### src/i2crev_pkg.sv
package i2crev_pkg;

	localparam int RX_DEPTH = 256;
	localparam int TX_DEPTH = 64;
	localparam int RX_AW = $clog2(RX_DEPTH);
	localparam logic [8:0] TX_LIMIT = 9'(TX_DEPTH);

	localparam int BYTE_W = 8;
	localparam int EVENT_W = 4;
	localparam int IN_DATA_W = 8;
	localparam int OUT_DATA_W = 24;

	typedef enum logic [3:0] {
		EV_ADDR_WR = 4'd0,
		EV_RX_ACK = 4'd1,
		EV_RX_NACK = 4'd2,
		EV_STOP = 4'd3,
		EV_ADDR_RD = 4'd4,
		EV_TX_ACK = 4'd5,
		EV_TX_NACK = 4'd6,
		EV_BUS_ERR = 4'd7,
		EV_OTHER = 4'd8
	} event_t;

	typedef enum logic [2:0] {
		PH_IDLE = 3'd0,
		PH_ADDR = 3'd1,
		PH_CHECK = 3'd2,
		PH_RX = 3'd3,
		PH_TX = 3'd4
	} phase_t;

	typedef enum logic [1:0] {
		ACT_RELEASE = 2'd0,
		ACT_RECOVER = 2'd1,
		ACT_NONE = 2'd2
	} action_t;

endpackage

### src/i2crev_ram.sv
module i2crev_ram #(
	parameter int WIDTH = 8,
	parameter int DEPTH = 256
) (
	input  logic                     clk,
	input  logic                     we,
	input  logic [$clog2(DEPTH)-1:0] waddr,
	input  logic [WIDTH-1:0]         wdata,
	input  logic                     re,
	input  logic [$clog2(DEPTH)-1:0] raddr,
	output logic [WIDTH-1:0]         rdata
);

	logic [WIDTH-1:0] mem_q [DEPTH];
	logic [WIDTH-1:0] rdata_q;

	always_ff @(posedge clk) begin
		if (we) begin
			mem_q[waddr] <= wdata;
		end
		if (re) begin
			rdata_q <= mem_q[raddr];
		end
	end

	assign rdata = rdata_q;

endmodule

### src/i2c_slave_reverse_echo.sv
// Channel  | Dir | Handshake         | Contents
// s_*      | in  | s_tvalid/s_tready | tuser: event_req; tdata: rx_byte
// m_*      | out | m_tvalid/m_tready | tuser: tx_loaded; tdata: tx_byte, bus_action,
//          |     |                   |        saved_length
//
// One event per cycle while the output is not stalled; each result passes the stage-1 and output registers.
// Control state updates at accept; the receive buffer RAM is read in the same
// cycle and its registered read data forms the result one stage later.
// Reset clears phase, counters and valid flags only; buffer contents stay undefined.
// A stalled output holds one result and the stage behind it; input stalls then.
module i2c_slave_reverse_echo (
	input  logic                               clk,
	input  logic                               arst_n,
	input  logic                               s_tvalid,
	output logic                               s_tready,
	input  logic [i2crev_pkg::IN_DATA_W-1:0]   s_tdata,  // [7:0] rx_byte
	input  logic [i2crev_pkg::EVENT_W-1:0]     s_tuser,  // [3:0] event_req
	output logic                               m_tvalid,
	input  logic                               m_tready,
	output logic [i2crev_pkg::OUT_DATA_W-1:0]  m_tdata,  // [7:0] tx_byte, [9:8] bus_action,
	                                                     // [17:10] saved_length, [23:18] zero
	output logic                               m_tuser   // [0] tx_loaded
);
	import i2crev_pkg::*;

	event_t ev;
	logic [BYTE_W-1:0] rx_byte;
	logic acc;

	phase_t phase_q, phase_d;
	logic [BYTE_W-1:0] rx_count_q, rx_count_d;
	logic [BYTE_W-1:0] echo_count_q, echo_count_d;
	logic [BYTE_W-1:0] tx_index_q, tx_index_d;

	logic wr_c, hit_c, loaded_c;
	action_t action_c;
	logic [BYTE_W-1:0] pos_c;
	logic [BYTE_W-1:0] rdata;

	logic valid_s1, hit_s1, loaded_s1;
	action_t action_s1;
	logic [BYTE_W-1:0] saved_s1;
	logic adv_s1;

	logic out_valid_q, out_loaded_q;
	logic [BYTE_W-1:0] out_byte_q, out_saved_q;
	action_t out_action_q;

	assign ev = event_t'(s_tuser);
	assign rx_byte = s_tdata[BYTE_W-1:0];
	assign acc = s_tvalid && s_tready;

	always_comb begin
		phase_d = phase_q;
		rx_count_d = rx_count_q;
		echo_count_d = echo_count_q;
		tx_index_d = tx_index_q;
		wr_c = 1'b0;
		hit_c = 1'b0;
		pos_c = echo_count_q - 8'd1 - tx_index_q;
		loaded_c = (ev == EV_ADDR_RD) || (ev == EV_TX_ACK);
		if (s_tuser <= EVENT_W'(EV_TX_NACK)) begin
			action_c = ACT_RELEASE;
		end else if (ev == EV_BUS_ERR) begin
			action_c = ACT_RECOVER;
		end else begin
			action_c = ACT_NONE;
		end
		if (ev == EV_ADDR_WR) begin
			phase_d = PH_ADDR;
			rx_count_d = '0;
			tx_index_d = '0;
		end
		case (phase_d)
			PH_ADDR: begin
				if (ev == EV_RX_ACK) begin
					phase_d = PH_CHECK;
				end
			end
			PH_CHECK: begin
				if (ev == EV_RX_ACK) begin
					wr_c = 1'b1;
					rx_count_d = rx_count_q + 8'd1;
					phase_d = PH_RX;
				end else if (ev == EV_STOP) begin
					phase_d = PH_TX;
				end
			end
			PH_RX: begin
				if (ev == EV_STOP) begin
					echo_count_d = rx_count_q;
					phase_d = PH_IDLE;
				end else if (ev == EV_RX_ACK) begin
					wr_c = 1'b1;
					rx_count_d = rx_count_q + 8'd1;
				end
			end
			PH_TX: begin
				if (loaded_c) begin
					hit_c = (tx_index_q < echo_count_q) && ({1'b0, tx_index_q} < TX_LIMIT);
					tx_index_d = tx_index_q + 8'd1;
				end else if (ev == EV_TX_NACK) begin
					phase_d = PH_IDLE;
				end
			end
			default: begin
			end
		endcase
	end

	always_ff @(posedge clk or negedge arst_n) begin
		if (!arst_n) begin
			phase_q <= PH_IDLE;
			rx_count_q <= '0;
			echo_count_q <= '0;
			tx_index_q <= '0;
		end else if (acc) begin
			phase_q <= phase_d;
			rx_count_q <= rx_count_d;
			echo_count_q <= echo_count_d;
			tx_index_q <= tx_index_d;
		end
	end

	i2crev_ram #(
		.WIDTH(BYTE_W),
		.DEPTH(RX_DEPTH)
	) u_rx_ram (
		.clk  (clk),
		.we   (acc && wr_c),
		.waddr(RX_AW'(rx_count_q)),
		.wdata(rx_byte),
		.re   (acc && hit_c),
		.raddr(RX_AW'(pos_c)),
		.rdata(rdata)
	);

	assign adv_s1 = valid_s1 && (!out_valid_q || m_tready);
	assign s_tready = !valid_s1 || adv_s1;

	always_ff @(posedge clk or negedge arst_n) begin
		if (!arst_n) begin
			valid_s1 <= 1'b0;
		end else if (s_tready) begin
			valid_s1 <= s_tvalid;
		end
	end

	always_ff @(posedge clk) begin
		if (acc) begin
			hit_s1 <= hit_c;
			loaded_s1 <= loaded_c;
			action_s1 <= action_c;
			saved_s1 <= echo_count_d;
		end
	end

	always_ff @(posedge clk or negedge arst_n) begin
		if (!arst_n) begin
			out_valid_q <= 1'b0;
		end else if (adv_s1) begin
			out_valid_q <= 1'b1;
		end else if (m_tready) begin
			out_valid_q <= 1'b0;
		end
	end

	always_ff @(posedge clk) begin
		if (adv_s1) begin
			out_byte_q <= hit_s1 ? rdata : '0;
			out_loaded_q <= loaded_s1;
			out_action_q <= action_s1;
			out_saved_q <= saved_s1;
		end
	end

	assign m_tvalid = out_valid_q;
	assign m_tuser = out_loaded_q;
	assign m_tdata = {6'd0, out_saved_q, out_action_q, out_byte_q};

endmodule

### config.mk
export PLATFORM = sky130hd
export DESIGN_NAME = i2c_slave_reverse_echo
export DESIGN_NICKNAME = d
export VERILOG_FILES = /design/src/i2crev_pkg.sv /design/src/i2crev_ram.sv /design/src/i2c_slave_reverse_echo.sv
export SDC_FILE = /design/constraint.sdc
export NUM_CORES = 2
export LEC_CHECK = 0
export ABC_CLOCK_PERIOD_IN_PS = 6420
export BUFFER_PORTS_ARGS = -buffer_cell sky130_fd_sc_hd__clkbuf_2
export CORE_AREA = 2 2 303 529
export DETAILED_ROUTE_END_ITERATION = 10
export DIE_AREA = 0 0 305 531
export PLACE_DENSITY_LB_ADDON = 0.05
export SLEW_MARGIN = 25
export SYNTH_ARGS = -nofsm -noshare
export SYNTH_HDL_FRONTEND = slang
export SYNTH_SLANG_ARGS = --single-unit
### constraint.sdc
create_clock -name clk -period 6.42 [get_ports clk]
set_clock_uncertainty 0.15 [all_clocks]
set_input_delay 0.963 -clock clk [delete_from_list [all_inputs] [get_ports clk]]
set_output_delay 0.963 -clock clk [all_outputs]
set_load 0.02 [all_outputs]
==> flow_summary.toml <==
[place]
dp_cells = 5935
dpl_cell_area_um2 = 85800
dp_slack_ns = 0.854
post-dp-hpwl_mm = 127
gp_congestion = 0.867
numPortBuffers = 36

[power]
irDropWorstVdd_mv = 0.244
power_density_nw_per_um2 = 398
leakage_uw = 0.0289

[run]
cap_violations = 0

[critical_path]
cp_cell_sequence = "inv_1, ha_1, fa_4, buf_4, buf_4, mux4_2, mux4_1, nand2_1, nand2_1, a221oi_1, a211oi_1"
critPathSlowestCell = "fa_4"
critPathMaxFanout = 30
r2r-start = "tx_index_q[0]"
critPathCaptureType = "flop"
cp-startpoint = "tx_index_q[0]"
start_kind = "flop"
crit_required_ns = 6.79
max_stage_delay_ns = 1.07
crit_type = "flop to flop"
arrival_ns = 5.84

[sta]
fin_crit_sh_pct = 85.2
rsz0062_at_grt = "false"
fin_ws_ns = 0.951
slew_viol_final = 0
hold_viol_final = 0
setup_tns_ns = 0
relSlewSlack_pct = 20.2
period_minus_slack_ns = 5.47
fmax_mhz = 183
tightest_slew_ns = 1.20
setup_violations = 0
whs_ns = 0.0783

[logic_synthesis]
synth_cells = 3972
yosys-top-cells-count = "edfxtp_1, mux4_2, nor2_1, nand2_1, buf_2"
synth_area_leaders = "edfxtp_1, mux4_2, nor2_1, nand2_1, mux2i_1"
avgSynthCellArea_um2 = 20.9
synth_edf_count = 2087
syn_area_um2 = 83100
synth.lib_cells_used.distinct = 72
synth_seq_cells = 2116
post-synth-top-area-cell = "edfxtp_1"
ys_seq_area_share_pct = 76.3
synth_most_common_cell = "edfxtp_1"
synth_top_area_share_pct = 75.4
async_flop_share_pct = 1.37
yosys_most_used_dff = "edfxtp_1"
yosysWarningCount = 0

[clock_tree]
holdBufCountCts = 0
cts-root-buf = "clkbuf_16"
numCtsBuffers = 192
cts_tree = "yes"
cts_htree_levels = 4
post_cts_buffers = 0
path_clk_slew_ns = 0.07
cts.repair.resized = 0
cts_buffer_depth = 4
clock_sinks = 2116
worstSkewPairLatency_ns = 0.84

[die]
pin_count = 43
coreArea_um2 = 158000
die_h_um = 531
start_util_pct = 52.7
rows = 193
die_x_um = 305
die_area_um2 = 162000

[layout]
nNetsFinal = 4122
ff_latch_area_um2 = 63400
final_cells = 6276
multi_input_area_um2 = 18500
drive_gt1_share_pct = 23.7
fillers = 11400
area_growth_pct = 10.7
final_area_um2 = 91900

[global_route]
grt_max_degree = 185
antenna_found_initial = 9
grt_overflow = 0
grt_pass1_vias = 40800
grt_pass1_wl_mm = 296
grt_use_total_pct = 25.8

[routing]
drc = 0
routed_via_density = 6.25
firstDrtPassIters = 6
ant_nets = 0
wirelength_mm = 206
via_count = 39200
drt-initial-drc-count = 3498
post_drt_wl_per_cell_um = 32.9

[min_path]
min_path_type = "primary input to asynchronous set/reset pin"

[status]
run_status = "finished, final reports clean"
cells in the final DEF (no fill, tap or decap), drive strengths merged, types with 23 or more instances in the layout:
cell,instances
edfxtp,2087
mux4,549
nor2,310
clkbuf,259
nand2,246
buf,116
mux2i,78
clkinv,69
o21ai,46
nor3,39
nand3,37
a21oi,31
dfrtp,29
a32o,27
inv,24
and3,23
registers in the layout (all words and copies together), names as in the netlist, 2 cells and up:
register	count
u_rx_ram.rdata	8
tx_index_q	8
echo_count_q	8
saved_s1	8
out_action_q	2
action_s1	2
rx_count_q	8
phase_q	3
out_byte_q	8
u_rx_ram.mem_q	2048
out_saved_q	8
through the flow:
step / util (%) / power, µW
5_1_grt: 58.3 / 37700
3_5_place_dp: 54.4 / 25700
6_report: 58.3 / 36600
4_1_cts: 58.3 / 36900
2_1_floorplan: - / 22100
3_3_place_gp: 54.4 / 25700
power breakdown:
part           total, µW  internal [µW]  leakage [µW]  switching (µW)
clock              11300           6350       0.00293            4950
combinational      10000           4080       0.00681            5930
sequential         15300          15200        0.0192            27.0
per-layer routing:
metal / vias up / share of wire [%] / track usage (%)
met5: - / 0.0063 / 0
li1: 16600 / - / -
met3: 357 / 5.5 / 3.48
met4: 2 / 3.8 / 9.02
met2: 1306 / 54 / 46.9
met1: 21000 / 37 / 31.8
worst paths after layout:
| check | to | slack [ns] | cells past startpoint |
|---|---|---|---|
| hold reg to reg | out_saved_q[4] | 0.27 | 0 |
| hold / removal | m_tvalid | 0.08 | 1 |
| setup reg to reg | u_rx_ram.rdata[5] | 0.95 | 11 |
| setup / recovery | u_rx_ram.rdata[5] | 0.95 | 11 |
| min in group clk | valid_s1 | 0.21 | 2 |
| max in group asynchronous | echo_count_q[7] | 5.52 | 1 |
critical path, delay by kind of cell (launching register included):
family	cells	cell delay (ns)
compound gates	2	1.07
fa+ha+maj	2	1.32
buf+inv	3	1.08
flops	1	0.39
mux	2	0.89
simple gates	2	0.22
logic make-up (layout without fill, tap and decap cells):
kind of cell / after synthesis / after routing / share of synthesized area, %
flip-flops: 2116 / 2116 / 76.3
other: 1 / 9 / 0.00451
XOR/XNOR: 6 / 6 / 0.0723
adder cells (fa/ha/maj): 21 / 21 / 0.325
AO/OA/AOI/OAI: 231 / 231 / 2.10
AND/OR/NAND/NOR: 718 / 718 / 3.67
buffers and inverters: 250 / 499 / 1.65
multiplexers: 629 / 629 / 15.9
final cells by class:
cell class,instances,share of cell area [%]
inverters,20,0.0817
clock inverters,104,1.11
multi-input cells,1611,20.1
diodes,3,0.00817
well taps,2047,2.79
repair buffers,144,1.45
flip-flops and latches,2116,69.0
clock buffers,231,5.48
(Power assumes the default switching activity.)
